**src/rtl/ffa_pkg.sv**
```systemverilog
// ----------------------------------------------------------------------------
// ffa_pkg
// Shared types and constants of the first-fit heap allocator: default sizes,
// register indexes, command and status codes, sequencer states.
// ----------------------------------------------------------------------------
package ffa_pkg;

  // default sizes
  localparam int unsigned PAGE_BYTES_DEF   = 4096;
  localparam int unsigned MAX_PAGES_DEF    = 64;
  localparam int unsigned MAX_BLOCKS_DEF   = 256;
  localparam int unsigned HEADER_BYTES_DEF = 12;

  // register reset values
  localparam logic [31:0] HEAP_BASE_RST  = 32'hE000_0000;
  localparam logic [6:0]  PAGE_LIMIT_RST = 7'd64;

  // configuration register indexes
  typedef enum logic {
    CFG_HEAP_BASE  = 1'b0,
    CFG_PAGE_LIMIT = 1'b1
  } cfg_idx_e;

  // commands
  typedef enum logic {
    CMD_ALLOC = 1'b0,
    CMD_FREE  = 1'b1
  } cmd_e;

  // result status codes
  typedef enum logic [1:0] {
    STAT_OK         = 2'd0,
    STAT_NO_PAGES   = 2'd1,
    STAT_BELOW_BASE = 2'd2,
    STAT_NO_BLOCK   = 2'd3
  } status_e;

  // sequencer states
  typedef enum logic [4:0] {
    FS_IDLE,
    FS_A_SCAN,
    FS_G_PREP,
    FS_GROW,
    FS_G_TAKE,
    FS_G_LINK,
    FS_S_CHK,
    FS_S_TAKE,
    FS_S_FIXN,
    FS_COMMIT,
    FS_F_SCAN,
    FS_F_PREV,
    FS_F_PREVD,
    FS_F_NEXT,
    FS_F_NEXTD,
    FS_F_NNRD,
    FS_F_TAIL,
    FS_F_SHRINK,
    FS_F_TRIM,
    FS_DONE
  } fsm_e;

  // spare slot stack controls
  typedef struct packed {
    logic take;
    logic give;
  } spare_ctl_t;

endpackage

```
**src/rtl/ffa_spare_stack.sv**
```systemverilog
// ----------------------------------------------------------------------------
// ffa_spare_stack
// Stack of unused block slot numbers in a one-port memory. Entries never
// pushed read as their own index, so the reset order needs no fill pass.
// ----------------------------------------------------------------------------
module ffa_spare_stack #(
  parameter int unsigned MAX_BLOCKS = ffa_pkg::MAX_BLOCKS_DEF,
  localparam int unsigned IW = $clog2(MAX_BLOCKS)
) (
  input  logic                clk_i,
  input  logic                rst_ni,
  input  ffa_pkg::spare_ctl_t ctl_i,
  input  logic [IW-1:0]       give_slot_i,
  output logic [IW:0]         count_o,
  output logic [IW-1:0]       slot_o
);

  logic [IW-1:0]         stack_mem [MAX_BLOCKS];
  logic [MAX_BLOCKS-1:0] filled_q;
  logic [IW:0]           count_q, count_d;
  logic [IW-1:0]         pop_idx, push_idx;
  logic [IW-1:0]         rd_data_q, rd_idx_q;
  logic                  rd_filled_q;

  assign pop_idx  = IW'(count_q - 1'b1);
  assign push_idx = count_q[IW-1:0];

  // fill count
  always_comb begin
    count_d = count_q;
    if (ctl_i.take) begin
      count_d = count_q - 1'b1;
    end else if (ctl_i.give) begin
      count_d = count_q + 1'b1;
    end
  end

  always_ff @(posedge clk_i or negedge rst_ni) begin
    if (!rst_ni) begin
      count_q  <= (IW+1)'(MAX_BLOCKS);
      filled_q <= '0;
    end else begin
      count_q <= count_d;
      if (ctl_i.give) begin
        filled_q[push_idx] <= 1'b1;
      end
    end
  end

  // memory: push write, registered pop read
  always_ff @(posedge clk_i) begin
    if (ctl_i.give) begin
      stack_mem[push_idx] <= give_slot_i;
    end
    if (ctl_i.take) begin
      rd_data_q   <= stack_mem[pop_idx];
      rd_idx_q    <= pop_idx;
      rd_filled_q <= filled_q[pop_idx];
    end
  end

  assign slot_o  = rd_filled_q ? rd_data_q : rd_idx_q;
  assign count_o = count_q;

endmodule

```
**config.mk**
```make
export PLATFORM = sky130hd
export DESIGN_NAME = ffa_spare_stack
export DESIGN_NICKNAME = d
export VERILOG_FILES = /design/src/rtl/ffa_pkg.sv /design/src/rtl/ffa_spare_stack.sv
export SDC_FILE = /design/constraint.sdc
export NUM_CORES = 2
export LEC_CHECK = 0
export ABC_AREA = 1
export BUFFER_PORTS_ARGS = -buffer_cell sky130_fd_sc_hd__buf_4
export CAP_MARGIN = 30
export CORE_ASPECT_RATIO = 0.5
export CORE_MARGIN = 10
export CORE_UTILIZATION = 25
export CTS_CLUSTER_SIZE = 40
export DETAILED_ROUTE_END_ITERATION = 7
export PLACE_DENSITY = 0.48
export SYNTH_ARGS = -nofsm -noshare
export SYNTH_HDL_FRONTEND = slang
export SYNTH_SLANG_ARGS = --single-unit
```
**constraint.sdc**
```tcl
create_clock -name clk_i -period 7.3 [get_ports clk_i]
set_input_delay 0.365 -clock clk_i [delete_from_list [all_inputs] [get_ports clk_i]]
set_output_delay 0.365 -clock clk_i [all_outputs]
set_load 0.01 [all_outputs]
```
==> report_table.html <==
<table>
<tr><th>Metric</th><th>Value</th></tr>
<tr><th colspan="2">Status</th></tr>
<tr><td>Result of the run</td><td>complete, but fails checks</td></tr>
<tr><td>Violations in the final reports</td><td>design-rule violations</td></tr>
<tr><th colspan="2">Setup path</th></tr>
<tr><td>Crit Reg-Reg Endpoint</td><td>rd_data_q[6]</td></tr>
<tr><td>Slack of the worst reg-to-reg path</td><td>1.86 ns</td></tr>
<tr><td>Top cell family by delay on the critical path</td><td>simple AND/OR/NAND/NOR gates</td></tr>
<tr><td>Cell Chain, Critical Path</td><td>inv_16 &gt; ha_4 &gt; buf_4 &gt; buf_12 &gt; nand3_1 &gt; nand3_1 &gt; nand3_1 &gt; nand3_1 &gt; nand3_1 &gt; nand3_1 &gt; nand2_1 &gt; nand2_1 &gt; nand2_1</td></tr>
<tr><td>Startpoint Class</td><td>flop</td></tr>
<tr><td>Critical path startpoint</td><td>count_o[0]</td></tr>
<tr><td>Highest cell delay on the worst timing path</td><td>0.98 ns</td></tr>
<tr><td>Highest-delay cell along the critical path</td><td>sky130_fd_sc_hd__dfrtp_4</td></tr>
<tr><td>Req. time, crit path</td><td>7.95 ns</td></tr>
<tr><td>Worst Reg-to-Reg Cells</td><td>13</td></tr>
<tr><td>Crit path capture</td><td>rd_data_q[6]</td></tr>
<tr><td>Critical path peak fanout</td><td>135</td></tr>
<tr><td>Worst endpoint data arrival time</td><td>6.09 ns</td></tr>
<tr><td>Path type of the worst setup path</td><td>flop to flop</td></tr>
<tr><td>CP bufs+invs</td><td>3</td></tr>
<tr><td>Logic depth of the worst setup path including buffers</td><td>13</td></tr>
<tr><td>Startpoint of the worst-slack reg-to-reg timing path</td><td>count_o[0]</td></tr>
<tr><td>Cell repeated most along the worst path</td><td>sky130_fd_sc_hd__nand3_1</td></tr>
<tr><td>Worst setup EP type</td><td>flop</td></tr>
<tr><th colspan="2">Synthesis</th></tr>
<tr><td>Primary FF master, synth</td><td>sky130_fd_sc_hd__edfxtp_1</td></tr>
<tr><td>Most instantiated cells after synthesis</td><td>sky130_fd_sc_hd__nand2_1 (2385), sky130_fd_sc_hd__nand3_1 (2273), sky130_fd_sc_hd__edfxtp_1 (2065), sky130_fd_sc_hd__buf_2 (336), sky130_fd_sc_hd__nor2_1 (286)</td></tr>
<tr><td>Count of cell types in the netlist</td><td>31</td></tr>
<tr><td>Cell area after synthesis</td><td>94870 µm²</td></tr>
<tr><td>Count of state elements after synthesis</td><td>2330</td></tr>
<tr><td>Cell types with the largest area share after synthesis</td><td>sky130_fd_sc_hd__edfxtp_1 (65%), sky130_fd_sc_hd__nand3_1 (12%), sky130_fd_sc_hd__nand2_1 (9.4%)</td></tr>
<tr><td>Async set or reset register ratio after synthesis</td><td>11.37%</td></tr>
<tr><td>Net Count, Synth</td><td>8183</td></tr>
<tr><td>Area share of the largest cell type after synthesis</td><td>65.36%</td></tr>
<tr><td>Post-synth EDFFs</td><td>2065</td></tr>
<tr><td>Number of standard cells after synthesis</td><td>8167</td></tr>
<tr><td>Most frequent cell after synthesis</td><td>sky130_fd_sc_hd__nand2_1</td></tr>
<tr><td>Cell type with the largest total area after synthesis</td><td>sky130_fd_sc_hd__edfxtp_1</td></tr>
<tr><td>Count of warnings emitted by yosys</td><td>0</td></tr>
<tr><td>Share of synthesized area occupied by flip-flops and latches</td><td>72.35%</td></tr>
<tr><td>Average cell area after synthesis</td><td>11.62 µm²</td></tr>
<tr><th colspan="2">Clocking</th></tr>
<tr><td>CTS root buffer</td><td>sky130_fd_sc_hd__clkbuf_16</td></tr>
<tr><td>Num CTS Buffers</td><td>240</td></tr>
<tr><td>Number of buffers on the longest clock path</td><td>4</td></tr>
<tr><td>CTS sink count</td><td>2330</td></tr>
<tr><td>TritonCTS clock tree</td><td>built</td></tr>
<tr><td>Post-CTS setup buffer count</td><td>0</td></tr>
<tr><td>Number of H-tree levels</td><td>4</td></tr>
<tr><td>Clock slew at the register clock pins of the worst setup and hold paths</td><td>0.06 ns</td></tr>
<tr><td>Clk Latency, worst-skew pair</td><td>0.93 ns</td></tr>
<tr><th colspan="2">Floorplanning</th></tr>
<tr><td># rows</td><td>159</td></tr>
<tr><td>Effective utilization at floorplan</td><td>25.19%</td></tr>
<tr><td>Core region area</td><td>376600 µm²</td></tr>
<tr><td>Die Outline Area</td><td>406000 µm²</td></tr>
<tr><td>Number of I/O pins</td><td>29</td></tr>
<tr><td>Width of the die</td><td>891.2 µm</td></tr>
<tr><td>Height of the die</td><td>455.6 µm</td></tr>
<tr><th colspan="2">Route</th></tr>
<tr><td>Final WL</td><td>295.5 mm</td></tr>
<tr><td>Number of iterations in the first detailed-routing pass</td><td>8</td></tr>
<tr><td>Iter 0 DRT Violations</td><td>6227</td></tr>
<tr><td>Vias post-DR</td><td>62034</td></tr>
<tr><td>Routed wire per std cell</td><td>22.14 µm</td></tr>
<tr><td>Vias per cell</td><td>4.648</td></tr>
<tr><td>DR DRC count</td><td>1</td></tr>
<tr><td>Count of antenna-violating nets left after detailed routing</td><td>0</td></tr>
<tr><th colspan="2">STA</th></tr>
<tr><td>Fin. Hold Viols</td><td>0</td></tr>
<tr><td>Setup TNS</td><td>0 ns</td></tr>
<tr><td>Max frequency</td><td>183.8 MHz</td></tr>
<tr><td>Max-slew violation count</td><td>0</td></tr>
<tr><td>Slew HR</td><td>28.92%</td></tr>
<tr><td>Setup repair after global routing missed its margin</td><td>no</td></tr>
<tr><td>Minimum clock period</td><td>5.441 ns</td></tr>
<tr><td>Setup WS post-layout</td><td>1.859 ns</td></tr>
<tr><td>Least-Margin Pin Slew</td><td>1.062 ns</td></tr>
<tr><td>Share of the clock period used by the worst path</td><td>74.53%</td></tr>
<tr><td>Setup-violating endpoint count in the final report</td><td>0</td></tr>
<tr><td>Final Skew</td><td>0.06157 ns</td></tr>
<tr><th colspan="2">Global routing</th></tr>
<tr><td>Number of antenna violations at the first check in global routing</td><td>8</td></tr>
<tr><td>Largest net degree at the start of global routing</td><td>180</td></tr>
<tr><td>Congestion Overflow GR</td><td>0</td></tr>
<tr><td>Via count of the first global-routing pass</td><td>59793</td></tr>
<tr><td>All-Layer GR Usage</td><td>13.93%</td></tr>
<tr><td>First-pass GRT wire length</td><td>432.9 mm</td></tr>
<tr><th colspan="2">Cells and area</th></tr>
<tr><td>Layout Nets</td><td>8086</td></tr>
<tr><td>Area growth from synthesis to final layout</td><td>14.22%</td></tr>
<tr><td>Share of cells above drive strength 1</td><td>9.938%</td></tr>
<tr><th colspan="2">Worst hold path</th></tr>
<tr><td>Path type of the worst min-delay path</td><td>primary input to flop</td></tr>
<tr><td>Worst min-delay path startpoint</td><td>give_slot_i[2]</td></tr>
<tr><th colspan="2">Placed design</th></tr>
<tr><td>Pre-CTS setup slack</td><td>1.941 ns</td></tr>
<tr><td>Estimated wirelength of the detail-placed design</td><td>160.7 mm</td></tr>
<tr><td>Routability cong.</td><td>0.7856</td></tr>
<tr><td>Port Buffer Count</td><td>28</td></tr>
<tr><th colspan="2">Pwr</th></tr>
<tr><td>Worst supply voltage drop on vdd</td><td>0.6243 mV</td></tr>
<tr><td>Power Density</td><td>448.7 nW/µm²</td></tr>
<tr><td>Leak pwr</td><td>38.55 nW</td></tr>
<tr><th colspan="2">Flow run</th></tr>
<tr><td>Max-capacitance violation count</td><td>0</td></tr>
</table>
## report_power, final
| group | switching, mW | leakage (nW) | internal, mW | total (mW) |
|---|---|---|---|---|
| clock network | 5.25 | 3.70 | 6.70 | 11.9 |
| logic | 15.6 | 12.7 | 5.46 | 21.1 |
| registers | 0.403 | 22.1 | 15.2 | 15.6 |
## layout by cell type, fill, tap and decap left out, types with 11 or more instances in the layout
cell,Yosys,final
sky130_fd_sc_hd__nand2_1,2385,2370
sky130_fd_sc_hd__nand3_1,2273,2273
sky130_fd_sc_hd__edfxtp_1,2065,2065
sky130_fd_sc_hd__nor2_1,286,286
sky130_fd_sc_hd__dfrtp_1,264,263
sky130_fd_sc_hd__or2_2,252,252
sky130_fd_sc_hd__clkbuf_16,0,241
sky130_fd_sc_hd__buf_4,49,134
sky130_fd_sc_hd__clkbuf_1,111,67
sky130_fd_sc_hd__clkinv_1,2,42
sky130_fd_sc_hd__inv_1,41,40
sky130_fd_sc_hd__clkinv_2,0,39
sky130_fd_sc_hd__clkbuf_8,0,39
sky130_fd_sc_hd__buf_12,0,31
sky130_fd_sc_hd__nand2_2,5,16
sky130_fd_sc_hd__o21ai_0,13,13
sky130_fd_sc_hd__buf_6,1,11
## worst register-to-register path, delay by kind of cell, from the launching register on
family        cells  cell delay (ns)
simple gates      9             1.74
buf+inv           3             1.50
flops             1             0.98
fa+ha+maj         1             1.00
## layer usage
metal | global-route usage (%) | vias up | wire, µm
li1 | - | 28502 | -
met1 | 19.54 | 31277 | 133800
met2 | 22.33 | 1821 | 136400
met3 | 2.051 | 434 | 16590
met4 | 3.973 | 0 | 8679
met5 | 0 | - | 0
## registers in the layout (all words and copies together), names as in the netlist
| name | flops |
|---|---|
| count_o | 9 |
| filled_q | 256 |
| stack_mem | 2048 |
| rd_filled_q | 1 |
| rd_data_q | 8 |
| rd_idx_q | 8 |
## metrics by stage
step,cells,util [%],power (mW),hold slack [ns],cell area [µm²]
3_5_place_dp,12884,26.74,37.06,0.4445,100700
4_1_cts,13336,28.76,49.03,0.001750,108300
2_1_floorplan,8167,-,28.52,0.06941,94870
5_1_grt,13344,28.77,51.18,0.03998,108400
3_3_place_gp,12833,26.60,37.01,0.4393,100200
6_report,13346,28.78,48.63,0.03250,108400
## final cells by class
class                      instances  area (µm²)
multi-input combinational       5249       23550
sequential                      2330       68650
tap                             5071        6345
fill                           38376      268200
clock inverter                    96       691.9
timing repair buffer             198        2086
antenna                            4       10.01
clock buffer                     347        6819
inverter                          51       217.7
## logic make-up (layout without fill, tap and decap cells)
group	Yosys count	after routing	synth area share [%]
AND/OR/NAND/NOR	5204	5204	24.28
flip-flops	2330	2330	72.35
buffers and inverters	588	692	2.977
AO/OA/AOI/OAI	24	24	0.1464
XOR/XNOR	9	9	0.1029
multiplexers	8	8	0.09496
adder cells (fa/ha/maj)	4	4	0.05275
other	0	4	0
## how the worst min path moves through the flow
stage,endpoint,depth (start not counted)
after floorplan,count_o[0],0
after global placement,filled_q[205],2
after detailed placement,filled_q[45],2
after CTS,stack_mem[113][2],1
after global routing,stack_mem[193][2],1
final,stack_mem[210][2],1
## what timing repair did
action                                 CTS  global route
setup endpoints to repair                0             0
hold buffers                             9             0
resized for setup                        0             0
endpoints found under the hold margin  378             0
Power figures use the tool's default switching activity.
